### src/rtl/core/arpc_pkg.sv
// Shared types and constants for the ARP cache table.
// No dependencies; compiled first.
`default_nettype none

package arpc_pkg;

	localparam int unsigned DEF_ENTRIES = 16;
	localparam int unsigned IP_W        = 32;
	localparam int unsigned MAC_W       = 48;

	typedef enum logic [0:0] {
		CMD_UPDATE = 1'b0,
		CMD_LOOKUP = 1'b1
	} cmd_t;

	typedef struct packed {
		cmd_t             cmd;
		logic [IP_W-1:0]  ip_addr;
		logic [MAC_W-1:0] mac_addr;
	} req_t;

	typedef struct packed {
		logic             ok;
		logic [MAC_W-1:0] mac_out;
	} rsp_t;

endpackage

`default_nettype wire

### src/rtl/core/arpc_stream_if.sv
// Valid/ready channel carrying one payload type per transaction.
// Payload types come from arpc_pkg.
`default_nettype none

interface arpc_stream_if #(
	parameter type T = logic
);
	logic valid;
	logic ready;
	T     data;

	modport source (output valid, output data, input ready);
	modport sink   (input valid, input data, output ready);
endinterface

`default_nettype wire

### src/rtl/core/arpc_ram.sv
// Simple dual-port RAM: one write port, one read port, registered read data.
// Standalone; used for the address and MAC columns of the table.
`default_nettype none

module arpc_ram #(
	parameter int unsigned WIDTH = 32,
	parameter int unsigned DEPTH = 16
) (
	input  wire logic                                      clk,
	input  wire logic                                      we,
	input  wire logic [((DEPTH > 1) ? $clog2(DEPTH) : 1)-1:0] waddr,
	input  wire logic [WIDTH-1:0]                          wdata,
	input  wire logic [((DEPTH > 1) ? $clog2(DEPTH) : 1)-1:0] raddr,
	output logic      [WIDTH-1:0]                          rdata
);

	logic [WIDTH-1:0] mem [DEPTH];

	always_ff @(posedge clk) begin
		if (we) begin
			mem[waddr] <= wdata;
		end
	end

	always_ff @(posedge clk) begin
		rdata <= mem[raddr];
	end

endmodule

`default_nettype wire

### src/rtl/core/arp_cache_table_core.sv
// ARP cache table: IPv4 to MAC map with ENTRIES slots, no eviction. The table
// is scanned one slot per cycle through the single read port of the address
// and MAC memories (registered read data), then a drain state, then a resolve
// step does the lookup or update and writes back. A new transaction is accepted
// only when idle, after the last one has resolved, even while its result still
// waits on rsp; the resolve step waits until rsp is free. Valid marks are
// flip-flops cleared by reset, so no clearing pass is needed. Update gives ok=1
// when stored, ok=0 when the table is full; lookup gives ok=1 and the MAC on a
// hit.
// Depends on arpc_pkg, arpc_stream_if and arpc_ram.
`default_nettype none

module arp_cache_table_core #(
	parameter int unsigned ENTRIES = arpc_pkg::DEF_ENTRIES
) (
	input wire logic clk,
	input wire logic arst_n,
	arpc_stream_if.sink   req,
	arpc_stream_if.source rsp
);

	localparam int unsigned IW = (ENTRIES > 1) ? $clog2(ENTRIES) : 1;

	typedef enum logic [1:0] {
		ST_IDLE,
		ST_SCAN,
		ST_DRAIN,
		ST_DONE
	} state_t;

	state_t                      state_q;
	arpc_pkg::cmd_t              cmd_q;
	logic [arpc_pkg::IP_W-1:0]   ip_q;
	logic [arpc_pkg::MAC_W-1:0]  mac_q;
	logic [IW-1:0]               cnt_q;
	logic                        rd_vld_s1;
	logic [IW-1:0]               rd_idx_s1;
	logic                        found_q;
	logic [IW-1:0]               hit_idx_q;
	logic [arpc_pkg::MAC_W-1:0]  hit_mac_q;
	logic                        free_q;
	logic [IW-1:0]               free_idx_q;
	logic [ENTRIES-1:0]          valid_q;
	logic                        rsp_valid_q;
	logic                        rsp_ok_q;
	logic [arpc_pkg::MAC_W-1:0]  rsp_mac_q;

	logic [arpc_pkg::IP_W-1:0]   rd_ip;
	logic [arpc_pkg::MAC_W-1:0]  rd_mac;
	logic                        out_free;
	logic                        resolve;
	logic                        is_upd;
	logic                        ip_we;
	logic                        mac_we;
	logic [IW-1:0]               wr_idx;
	logic                        rd_hit;
	logic                        rd_free;

	assign out_free = !rsp_valid_q || rsp.ready;
	assign resolve  = (state_q == ST_DONE) && out_free;
	assign is_upd   = (cmd_q == arpc_pkg::CMD_UPDATE);
	assign mac_we   = resolve && is_upd && (found_q || free_q);
	assign ip_we    = resolve && is_upd && !found_q && free_q;
	assign wr_idx   = found_q ? hit_idx_q : free_idx_q;
	assign rd_hit   = rd_vld_s1 && valid_q[rd_idx_s1] && (rd_ip == ip_q);
	assign rd_free  = rd_vld_s1 && !valid_q[rd_idx_s1];

	assign req.ready     = (state_q == ST_IDLE);
	assign rsp.valid     = rsp_valid_q;
	assign rsp.data.ok      = rsp_ok_q;
	assign rsp.data.mac_out = rsp_mac_q;

	arpc_ram #(
		.WIDTH (arpc_pkg::IP_W),
		.DEPTH (ENTRIES)
	) u_ip_ram (
		.clk   (clk),
		.we    (ip_we),
		.waddr (wr_idx),
		.wdata (ip_q),
		.raddr (cnt_q),
		.rdata (rd_ip)
	);

	arpc_ram #(
		.WIDTH (arpc_pkg::MAC_W),
		.DEPTH (ENTRIES)
	) u_mac_ram (
		.clk   (clk),
		.we    (mac_we),
		.waddr (wr_idx),
		.wdata (mac_q),
		.raddr (cnt_q),
		.rdata (rd_mac)
	);

	always_ff @(posedge clk or negedge arst_n) begin
		if (!arst_n) begin
			state_q     <= ST_IDLE;
			cnt_q       <= '0;
			rd_vld_s1   <= 1'b0;
			found_q     <= 1'b0;
			free_q      <= 1'b0;
			valid_q     <= '0;
			rsp_valid_q <= 1'b0;
			rsp_ok_q    <= 1'b0;
			rsp_mac_q   <= '0;
		end else begin
			if (resolve) begin
				rsp_valid_q <= 1'b1;
			end else if (rsp_valid_q && rsp.ready) begin
				rsp_valid_q <= 1'b0;
			end
			rd_vld_s1 <= (state_q == ST_SCAN);
			if (rd_hit && !found_q) begin
				found_q <= 1'b1;
			end
			if (rd_free && !free_q) begin
				free_q <= 1'b1;
			end
			unique case (state_q)
				ST_IDLE: begin
					if (req.valid) begin
						cnt_q   <= '0;
						found_q <= 1'b0;
						free_q  <= 1'b0;
						state_q <= ST_SCAN;
					end
				end
				ST_SCAN: begin
					if (cnt_q == IW'(ENTRIES - 1)) begin
						state_q <= ST_DRAIN;
					end else begin
						cnt_q <= cnt_q + 1'b1;
					end
				end
				ST_DRAIN: begin
					state_q <= ST_DONE;
				end
				ST_DONE: begin
					if (out_free) begin
						if (is_upd) begin
							rsp_ok_q  <= found_q || free_q;
							rsp_mac_q <= '0;
						end else begin
							rsp_ok_q  <= found_q;
							rsp_mac_q <= found_q ? hit_mac_q : '0;
						end
						if (ip_we) begin
							valid_q[free_idx_q] <= 1'b1;
						end
						state_q <= ST_IDLE;
					end
				end
				default: begin
					state_q <= ST_IDLE;
				end
			endcase
		end
	end

	always_ff @(posedge clk) begin
		rd_idx_s1 <= cnt_q;
		if (req.valid && req.ready) begin
			cmd_q <= req.data.cmd;
			ip_q  <= req.data.ip_addr;
			mac_q <= req.data.mac_addr;
		end
		if (rd_hit && !found_q) begin
			hit_idx_q <= rd_idx_s1;
			hit_mac_q <= rd_mac;
		end
		if (rd_free && !free_q) begin
			free_idx_q <= rd_idx_s1;
		end
	end

	a_new_slot_valid: assert property (@(posedge clk) disable iff (!arst_n)
		ip_we |=> valid_q[$past(free_idx_q)])
		else $error("claimed slot not marked valid");

	a_hit_is_valid: assert property (@(posedge clk) disable iff (!arst_n)
		(found_q && state_q == ST_DONE) |-> valid_q[hit_idx_q])
		else $error("hit recorded on an invalid slot");

	a_no_dup_insert: assert property (@(posedge clk) disable iff (!arst_n)
		ip_we |-> (!found_q && !valid_q[free_idx_q]))
		else $error("insert would create a duplicate or overwrite a valid slot");

	a_mac_needs_ok: assert property (@(posedge clk) disable iff (!arst_n)
		(rsp_valid_q && rsp_mac_q != '0) |-> rsp_ok_q)
		else $error("MAC returned without ok");

endmodule

`default_nettype wire

### src/flat_wrapper.sv
// flat-port wrapper written by rule: the top's interface ports become plain ports
module arp_cache_table_core_flat import arpc_pkg::*;
#(
	parameter int unsigned ENTRIES = arpc_pkg::DEF_ENTRIES
)
  (clk, arst_n, req_valid, req_data, req_ready, rsp_valid, rsp_data, rsp_ready);
  arpc_stream_if #(.T(req_t)) req_i ();
  arpc_stream_if #(.T(rsp_t)) rsp_i ();
  input wire logic clk;
  input wire logic arst_n;
  input wire logic [$bits(req_i.valid)-1:0] req_valid;
  input wire logic [$bits(req_i.data)-1:0] req_data;
  output wire logic [$bits(req_i.ready)-1:0] req_ready;
  output wire logic [$bits(rsp_i.valid)-1:0] rsp_valid;
  output wire logic [$bits(rsp_i.data)-1:0] rsp_data;
  input wire logic [$bits(rsp_i.ready)-1:0] rsp_ready;
  assign req_i.valid = req_valid;
  assign req_i.data = req_data;
  assign req_ready = req_i.ready;
  assign rsp_valid = rsp_i.valid;
  assign rsp_data = rsp_i.data;
  assign rsp_i.ready = rsp_ready;
  arp_cache_table_core #(.ENTRIES(ENTRIES)) u_core (.clk(clk), .arst_n(arst_n), .req(req_i), .rsp(rsp_i));
endmodule
### config.mk
export PLATFORM = sky130hd
export DESIGN_NAME = arp_cache_table_core_flat
export DESIGN_NICKNAME = d
export VERILOG_FILES = /design/src/rtl/core/arpc_pkg.sv /design/src/rtl/core/arpc_stream_if.sv /design/src/rtl/core/arpc_ram.sv /design/src/rtl/core/arp_cache_table_core.sv /design/src/flat_wrapper.sv
export SDC_FILE = /design/constraint.sdc
export NUM_CORES = 1
export LEC_CHECK = 0
export CAP_MARGIN = 10
export CORE_MARGIN = 2
export CORE_UTILIZATION = 55
export DETAILED_ROUTE_END_ITERATION = 10
export DONT_BUFFER_PORTS = 1
export HOLD_SLACK_MARGIN = 0.1
export PLACE_DENSITY = 0.69
export SLEW_MARGIN = 10
export SYNTH_ARGS = -nofsm -noshare
export SYNTH_HDL_FRONTEND = slang
export SYNTH_HIERARCHICAL = 1
export SYNTH_SLANG_ARGS = --single-unit
### constraint.sdc
create_clock -name clk -period 5.8 [get_ports clk]
set_input_delay 0.29 -clock clk [delete_from_list [all_inputs] [get_ports clk]]
set_output_delay 0.29 -clock clk [all_outputs]
set_load 0.01 [all_outputs]
==> metrics.yaml <==
logic_synthesis:
  synthCells: 2491
  yosys.cell_count.top_type: "edfxtp_1"
  ys_seq_area_frac: 0.8076
  ys.warnings.count: 6
  synth_nets: 2581
  synth_commonest_cells: "edfxtp_1 (1417), mux4_2 (320), a22oi_1 (160)"
  netlist_area_um2: 57100
  syn_area_per_cell_um2: 22.92
  synth-seq-cells: 1576
  synth_top_cell_by_area: "edfxtp_1"
  ys_types: 42
  synth_top_area_share: 0.7453
  synth_edf_count: 1417
  yosys-top-cells-area: "edfxtp_1 (75%), mux4_2 (13%), dfrtp_1 (3.3%)"
  synth_flop_cell: "edfxtp_1"
  synthArstFlopShare: 0.04759
die:
  die_area_um2: 106400
  chipHeight_um: 326.2
  die_w_um: 326.2
  start_util: 0.5532
  core_area_um2: 103200
  ioPinCount: 136
  rows: 118
critical_path:
  critPathTopFamily: "simple AND/OR/NAND/NOR gates"
  max_stage_delay_ns: 0.68
  critPathBufInv: 1
  path_class: "reg2reg"
  cp_common_cell: "nand4_1"
  r2r_end: "u_core/hit_mac_q[40]"
  crit_chain: "xnor2_1 > nand4_1 > nor4_1 > nand4_1 > nor2_4 > buf_4"
  start_kind: "flip-flop"
  worst-path-max-fanout: 32
  cp.required_ns: 6.18
  end_kind: "flip-flop"
  rr_startpoint: "u_core/ip_q[3]"
  r2r_cells: 6
  worstPathArrival_ns: 4.30
  cpMaxStageDelayCell: "nor2_4"
  setup.worst_path.start: "u_core/ip_q[3]"
  rrSetupSlack_ns: 1.88
sta:
  setup_tns_ns: 0
  clock.fmax_ghz: 0.2553
  worst_pin_slew_ns: 1.047
  setup_viol: 0
  fin_worst_skew_ns: 0.03828
  fin_ws_ns: 1.883
  period_share: 0.6753
  max-slew-margin-rel: 0.2981
  timing.final.hold_violations: 0
  rsz0062_at_grt: "no"
  fin_crit_ns: 3.917
  slew_viol_final: 0
power:
  peakVddDrop_mv: 0.3351
  p_per_area_nw_per_um2: 433.3
  p_leak_nw: 20.62
hold_path:
  worstHoldStart: "req_data[7]"
  whs_path_depth: 1
  hold_path.class: "in2reg"
  holdPathEnd: "u_core/mac_q[7]"
placed_design:
  hpwl_um: 66140
  gp_congestion: 0.7754
  pre_cts_slack_ns: 1.845
  portBuffers: 0
cells_and_area:
  syn2layout_area_growth_pct: 13.97
  nNetsFinal: 2770
  drive_gt1_frac: 0.2368
  fillers: 6766
  utilization: 0.6305
cts:
  ctsLongestPathBuffers: 3
  cts_resized: 0
  cts_htree_levels: 4
  cts.reportedPaths.clkPinSlew_ns: 0.06
  insertion_delay_ns: 0.77
  cts_buffers: 154
  cts_root_buf: "clkbuf_16"
  post_cts_buffers: 0
  cts_hold_buf: 94
  cts_sinks: 1576
  cts_tree: "yes"
global_route:
  antenna_found_initial: 12
  grt_max_degree: 132
  grt_pass1_vias: 27100
  grt_overflow_total: 0
  grt_pass1_wl_um: 179000
  grt_use_total: 0.2317
job:
  drv_cap: 0
drt:
  drc: 0
  drtPass1Iterations: 5
  drt_iter0_drc: 2938
  routedWlPerCell_um: 28.90
  ant_nets: 0
  vias_per_cell: 6.209
  wl_um: 121200
  dr_total_vias: 26050
run_status:
  outcome: "finished clean"
==> where the power goes <==
part           switching, mW  internal (mW)
clock network           4.14           5.64
logic                   2.17           2.06
registers              0.782           13.4
==> worst reg2reg max path: cells and delay by family, from the launching register on <==
family,cells,cell delay (ns)
AND/OR/NAND/NOR,4,1.78
flip-flops,1,0.60
buffers and inverters,1,0.63
XOR/XNOR,1,0.49
==> sequential cells by signal, summed over array words and instances, names as in the netlist, 16 cells and up <==
| name | flops |
|---|---|
| u_core/ip_q | 32 |
| u_core/u_mac_ram/rdata | 48 |
| u_core/u_mac_ram/mem | 768 |
| u_core/mac_q | 48 |
| u_core/hit_mac_q | 48 |
| u_core/u_ip_ram/rdata | 32 |
| u_core/u_ip_ram/mem | 512 |
| u_core/valid_q | 16 |
| u_core/rsp_mac_q | 48 |
==> placed cells by master (no fill, tap or decap), types with 3 or more instances in the layout <==
cell type,netlist,routed
a21o_1,9,9
a21oi_1,3,3
a22o_1,48,48
a22oi_1,160,160
a31o_2,3,3
buf_12,0,6
buf_4,28,53
bufinv_16,0,8
clkbuf_1,55,36
clkbuf_16,0,159
clkbuf_8,0,17
clkinv_1,0,23
clkinv_16,0,4
clkinv_2,0,28
clkinvlp_4,0,6
dfrtp_1,75,73
dfxtp_1,84,84
dlygate4sd3_1,0,93
edfxtp_1,1417,1417
ha_1,5,5
inv_1,10,10
inv_6,0,4
mux2_2,5,5
mux2i_1,4,4
mux4_1,4,4
mux4_2,320,320
nand2_1,91,90
nand2b_1,6,6
nand3_1,5,5
nand3b_1,5,5
nand4_1,9,9
nor2_1,35,7
nor2_4,0,27
nor3_2,0,8
o21ai_0,6,6
o21bai_1,3,3
xnor2_1,32,32
==> area by class of cell <==
cell class	count	area [um2]	area share
Antenna cell	2	5.005	0.00007691
Clock buffer	212	4348	0.06682
Clock inverter	77	716.9	0.01102
Inverter	10	37.54	0.0005769
Multi-Input combinational cell	785	10640	0.1636
Sequential cell	1576	46120	0.7087
Tap cell	1380	1727	0.02654
Timing Repair Buffer	153	1476	0.02269
==> metrics by stage <==
stage	cells	instance area [um2]	power, mW	hold WS, ns
final	4195	65070	28.19	0.1454
after global routing	4194	65070	29.20	0.1265
after CTS	4193	65060	28.40	0.1015
after detailed placement	3810	59040	18.60	-0.003364
after global placement	3810	59040	18.48	-0.002899
after floorplan	2491	57100	17.28	-0.005591
==> how the worst max path moves through the flow <==
stage,to,slack [ns],cells after the start
2_1_floorplan,u_core/u_mac_ram/mem[0][0],0.43,5
3_3_place_gp,u_core/hit_mac_q[41],2.02,6
3_5_place_dp,u_core/hit_mac_q[41],1.85,6
4_1_cts,u_core/hit_mac_q[1],1.88,6
5_1_grt,u_core/hit_mac_q[41],1.73,6
6_report,u_core/hit_mac_q[40],1.88,6
==> cells by family (layout without fill, tap and decap cells) <==
| logic type | after synthesis | in the layout | share of synthesized area |
|---|---|---|---|
| AOI/OAI and AO/OA | 237 | 237 | 0.03193 |
| adders and majority gates | 5 | 5 | 0.001096 |
| DFF | 1576 | 1576 | 0.8076 |
| buffers and inverters | 130 | 452 | 0.01078 |
| other | 0 | 2 | 0 |
| xor gates and xnor gates | 33 | 33 | 0.005062 |
| muxes | 333 | 333 | 0.1298 |
| and+or+nand+nor | 177 | 177 | 0.01381 |
==> layer usage <==
metal  track usage  wire [um]  vias to the layer above
met2        0.3765      61020                     1078
met3       0.04403       8876                      186
met4       0.07123       2818                        2
met5             0         14                        -
met1        0.3239      48510                    13930
li1              -          -                    10850
Note: power is estimated with default switching activity, not from simulation.
